File: src/design/sdsb_pkg.sv
// Package for the SHiP/DRRIP replacement engine: constants, types, command codes.
// No dependencies.
package sdsb_pkg;
  localparam int unsigned SetsDef     = 2048;
  localparam int unsigned WaysDef     = 16;
  localparam int unsigned LeadersDef  = 32;
  localparam int unsigned SelBitsDef  = 10;
  localparam int unsigned SigBitsDef  = 6;
  localparam int unsigned SetW        = 11;
  localparam int unsigned WayW        = 4;
  localparam int unsigned AddrW       = 64;
  localparam int unsigned CfgIdxW     = 1;
  localparam int unsigned CfgDataW    = 16;
  localparam logic [15:0] DeltaLimRst = 16'd256;
  localparam logic [3:0]  NeededRst   = 4'd6;
  localparam logic [1:0]  RrpvMax     = 2'd3;
  localparam logic [7:0]  HistMask    = 8'hFF;
  localparam logic [4:0]  PhaseMask   = 5'h1F;
  localparam logic [3:0]  BypassMask  = 4'hF;

  typedef enum logic {
    CmdQuery  = 1'b0,
    CmdUpdate = 1'b1
  } cmd_e;

  typedef enum logic [0:0] {
    CfgDeltaLimit = 1'b0,
    CfgNeeded     = 1'b1
  } cfg_idx_e;

  // controller to datapath
  typedef struct packed {
    logic clr;      // clear pass step
    logic load;     // latch input word, issue reads
    logic exec;     // compute and write back
  } sdsb_cmd_t;

  typedef struct packed {
    logic clr_done;
  } sdsb_stat_t;
endpackage

File: src/design/sdsb_ctrl.sv
// Controller FSM: clearing pass, then load/execute per word, output handoff.
// Depends on sdsb_pkg.
module sdsb_ctrl (
  input  logic               clk_i,
  input  logic               rst_ni,
  input  logic               in_valid_i,
  input  logic               in_query_i,
  output logic               in_ready_o,
  output logic               out_valid_o,
  input  logic               out_ready_i,
  input  sdsb_pkg::sdsb_stat_t stat_i,
  output sdsb_pkg::sdsb_cmd_t  cmd_o
);
  import sdsb_pkg::*;

  typedef enum logic [2:0] {
    StClear = 3'b001,
    StIdle  = 3'b010,
    StExec  = 3'b100
  } state_e;

  state_e state_q, state_d;
  logic   out_valid_q, out_valid_d;
  logic   is_query_q;
  logic   accept;

  // a new word is taken in idle once the output slot is free
  assign in_ready_o  = (state_q == StIdle) && !out_valid_q;
  assign accept      = in_valid_i && in_ready_o;
  assign out_valid_o = out_valid_q;

  always_comb begin
    state_d     = state_q;
    out_valid_d = out_valid_q && !out_ready_i;
    cmd_o       = '0;
    case (state_q)
      StClear: begin
        cmd_o.clr = 1'b1;
        if (stat_i.clr_done) state_d = StIdle;
      end
      StIdle: begin
        cmd_o.load = accept;
        if (accept) state_d = StExec;
      end
      StExec: begin
        cmd_o.exec = 1'b1;
        state_d    = StIdle;
        if (is_query_q) out_valid_d = 1'b1;
      end
      default: state_d = StIdle;
    endcase
  end

  always_ff @(posedge clk_i or negedge rst_ni) begin
    if (!rst_ni) begin
      state_q     <= StClear;
      out_valid_q <= 1'b0;
      is_query_q  <= 1'b0;
    end else begin
      state_q     <= state_d;
      out_valid_q <= out_valid_d;
      if (accept) is_query_q <= in_query_i;
    end
  end

  a_no_accept_clear: assert property (@(posedge clk_i) disable iff (!rst_ni)
    (state_q == StClear) |-> !in_ready_o) else $error("accept during clear");
  a_exec_after_load: assert property (@(posedge clk_i) disable iff (!rst_ni)
    cmd_o.load |=> (state_q == StExec)) else $error("load not followed by exec");
  a_query_result: assert property (@(posedge clk_i) disable iff (!rst_ni)
    (state_q == StExec && is_query_q) |=> out_valid_q) else $error("query lost");
endmodule

File: config.mk
export PLATFORM = sky130hd
export DESIGN_NAME = sdsb_ctrl
export DESIGN_NICKNAME = d
export VERILOG_FILES = /design/src/design/sdsb_pkg.sv /design/src/design/sdsb_ctrl.sv
export SDC_FILE = /design/constraint.sdc
export NUM_CORES = 1
export LEC_CHECK = 0
export ABC_CLOCK_PERIOD_IN_PS = 1600
export BUFFER_PORTS_ARGS = -buffer_cell sky130_fd_sc_hd__buf_2
export CORE_AREA = 2 2 39 41
export DETAILED_ROUTE_END_ITERATION = 10
export DIE_AREA = 0 0 41 43
export GPL_ROUTABILITY_DRIVEN = 1
export PLACE_DENSITY = 0.41
export SYNTH_ARGS = -nofsm -noshare
export SYNTH_HDL_FRONTEND = slang
export SYNTH_SLANG_ARGS = --single-unit
File: constraint.sdc
create_clock -name clk_i -period 1.6 [get_ports clk_i]
set_clock_uncertainty 0.1 [all_clocks]
set_input_delay 0.32 -clock clk_i [delete_from_list [all_inputs] [get_ports clk_i]]
set_output_delay 0.32 -clock clk_i [all_outputs]
set_load 0.05 [all_outputs]
==> impl_metrics.env <==
export IMPL_clock_root_buffer="clkbuf_4"
export IMPL_place_gp_congestion=0.601
export IMPL_wirelength_um=472
export IMPL_grt_max_degree=6
export IMPL_critPathBufInv=1
export IMPL_antenna_found_initial=0
export IMPL_status="finished with violations"
export IMPL_p_sw_uw=233
export IMPL_grt_util_met2_pct=6.25
export IMPL_grt_pass1_wl_um=710
export IMPL_clockBufferDepth=2
export IMPL_dp_worst_setup_slack_ns=0.0227
export IMPL_timing_fmax_ghz=0.589
export IMPL_core_mm2=0.00138
export IMPL_antenna_cells=0
export IMPL_critPathMaxStageDelay_ns=0.41
export IMPL_grt_util_met3_pct=3.14
export IMPL_p_per_area_mw_per_mm2=1520
export IMPL_start_util_pct=16.1
export IMPL_synth_compound_area_share_pct=2.25
export IMPL_io_buffers=10
export IMPL_synthesis_area_um2=223
export IMPL_first_pass_iters=4
export IMPL_placed_cell_area_um2=314
export IMPL_multiInputGateArea_um2=110
export IMPL_worst_slack_ns=-0.0969
export IMPL_die_w_um=41
export IMPL_avgSynthCellArea_um2=13.9
export IMPL_required_ns=1.18
export IMPL_ys_seq_area_share_pct=56.7
export IMPL_synthAdderAreaFrac_pct=0
export IMPL_die_height_um=43
export IMPL_cp_start_kind="flop"
export IMPL_setup_violations=3
export IMPL_tns_ns=-0.194
export IMPL_cpMaxStageDelayCell="dfrtp_2"
export IMPL_synth_top_family_by_area="simple AND/OR/NAND/NOR gates"
export IMPL_fin_nets=44
export IMPL_met1_usage_pct=9.27
export IMPL_synth_xor_area_share_pct=0
export IMPL_fillers=149
export IMPL_die_area_mm2=0.00176
export IMPL_htreeDepth=1
export IMPL_drtIter0Drc=2
export IMPL_cp_arrival_ns=1.28
export IMPL_swShare_pct=35.3
export IMPL_netlist_instances=16
export IMPL_hp_class="input port to flop"
export IMPL_drtAntennaViolNets=0
export IMPL_yosysTopAreaCellShare_pct=44.9
export IMPL_grt_pass1_vias=187
export IMPL_comb_power_share_pct=49.8
export IMPL_clockPowerShare_pct=21.6
export IMPL_critPathTopFamily="simple AND/OR/NAND/NOR gates"
export IMPL_crit_type="flop to primary output"
export IMPL_intPower_uw=427
export IMPL_worst_pin_slew_ns=0.236
export IMPL_yosys_area_share_simple_pct=32.6
export IMPL_areaGrowthSynthToFinish_pct=94.9
export IMPL_via_count=190
export IMPL_relSlewSlack_pct=84.2
export IMPL_rows=14
export IMPL_dpl_hpwl_um=353
export IMPL_stdcell_area_um2=434
export IMPL_clock_sinks=5
export IMPL_clkTransAtPathRegs_ns=0.04
export IMPL_yosys_area_top_type="dfrtp_1"
export IMPL_drv_cap=0
export IMPL_finalCritPeriodShare_pct=106
export IMPL_io_pins=11
export IMPL_overflow=0
export IMPL_violations="setup timing"
export IMPL_ys_ff_latch=5
export IMPL_register_area_um2=129
export IMPL_cts_buffers=3
export IMPL_yosysWarnings=0
export IMPL_cp_max_fo=2
export IMPL_grt_use_total_pct=6.99
export IMPL_drive_above_1_share_pct=73.0
export IMPL_finalMaxSlewViolations=0
export IMPL_finalCriticalPeriod_ns=1.70
export IMPL_path_cells="nor4b_4 -> and2_4 -> buf_8"
export IMPL_synthDistinctLibCells=13
export IMPL_synth_area_mux_share_pct=6.74
export IMPL_p_seq_share_pct=28.7
export IMPL_viasPerCell=3.58
export IMPL_clk_latency_ns=0.24
export IMPL_rsz0062_at_grt="true"
export IMPL_final_hold_violation_count=0
export IMPL_cts_tree="built"
export IMPL_drc=0
export IMPL_routedWlPerCell_um=8.91
export IMPL_grt_busiest_layer="met4"
export IMPL_netlist_top_cells_area="dfrtp_1 (45%), dfstp_2 (12%), nor4b_4 (11%), mux2_4 (6.7%), nor3b_2 (5.6%)"
export IMPL_synthesis_nets=22
export IMPL_p_leak_nw=0.203
export IMPL_endpoint_kind="primary output"
export IMPL_peakVddDrop_uv=632
==> worst paths after layout <==
path,slack (ns),depth (start not counted),from,end
setup / recovery,-0.1,3,out_valid_o,cmd_o[1]
hold / removal,0.11,2,stat_i,state_q[0]
setup reg to reg,0.01,5,out_valid_o,is_query_q
hold reg to reg,0.41,1,is_query_q,is_query_q
max in group asynchronous,0.86,2,rst_ni,state_q[0]
min in group asynchronous,0.33,2,rst_ni,state_q[2]
==> registers in the layout (all words and copies together) (netlist names) <==
| register | count |
|---|---|
| state_q | 3 |
| is_query_q | 1 |
| out_valid_o | 1 |
==> cell usage after synthesis (all sizes together) <==
| master | count |
|---|---|
| dfstp | 1 |
| nor2 | 1 |
| and2 | 2 |
| nand2 | 1 |
| nor4b | 1 |
| nor3b | 2 |
| o21ai | 1 |
| inv | 1 |
| mux2 | 1 |
| nor2b | 1 |
| dfrtp | 4 |
==> kinds of logic (layout without fill, tap and decap cells) <==
logic type             Yosys count  count (layout)
muxes                            1               1
DFF                              5               5
AOI/OAI and AO/OA                1               1
buffers and inverters            1              22
and+or+nand+nor                  8               8
==> metal layers <==
layer	vias up	routed length, um
li1	95	-
met1	87	219
met2	8	217
met3	0	35
met4	0	0
met5	-	0
==> cell type report <==
type / instances / share of cell area, %
tap: 16 / 4.61
timing repair buffer: 17 / 33.4
clock buffer: 4 / 6.05
inverter: 1 / 0.865
multi-input combinational: 10 / 25.4
sequential: 5 / 29.7
==> metrics by stage <==
step / instances / hold slack (ns) / util (%) / power [mW]
floorplan: 16 / -0.0756 / - / 0.352
global placement: 44 / 0.0377 / 22.7 / 0.412
detailed placement: 44 / 0.0380 / 22.7 / 0.414
CTS: 51 / 0.101 / 29.7 / 0.647
global route: 53 / 0.105 / 31.4 / 0.697
finish: 53 / 0.107 / 31.4 / 0.659
==> cells in the final DEF, fill, tap and decap left out <==
cell	count
buf_2	6
buf_6	4
buf_4	4
clkbuf_4	3
nor3b_4	2
dfrtp_1	2
dfrtp_2	2
buf_8	2
nor4b_4	1
and2_4	1
inv_1	1
nand2_1	1
o21ai_1	1
nor2b_1	1
nor2_1	1
and2_1	1
mux2_4	1
clkbuf_1	1
dlygate4sd3_1	1
dfstp_2	1
==> power groups by stage <==
stage | Combinational [mW] | Clock [mW] | Sequential, mW
4_1_cts | 0.308 | 0.151 | 0.188
5_1_grt | 0.344 | 0.157 | 0.195
2_1_floorplan | 0.153 | 0 | 0.199
6_report | 0.328 | 0.142 | 0.189
3_3_place_gp | 0.226 | 0 | 0.186
3_5_place_dp | 0.228 | 0 | 0.186
==> timing repair <==
| item | in CTS | in global routing |
|---|---|---|
| hold buffers | 1 | 0 |
| setup endpoints to repair | 4 | 4 |
| hold endpoints to repair | 5 | 0 |
| pin swaps | 2 | 2 |
| gates cloned | 0 | 0 |
| gates resized for setup | 12 | 3 |
| buffers inserted | 2 | 2 |
(Power assumes the default switching activity.)
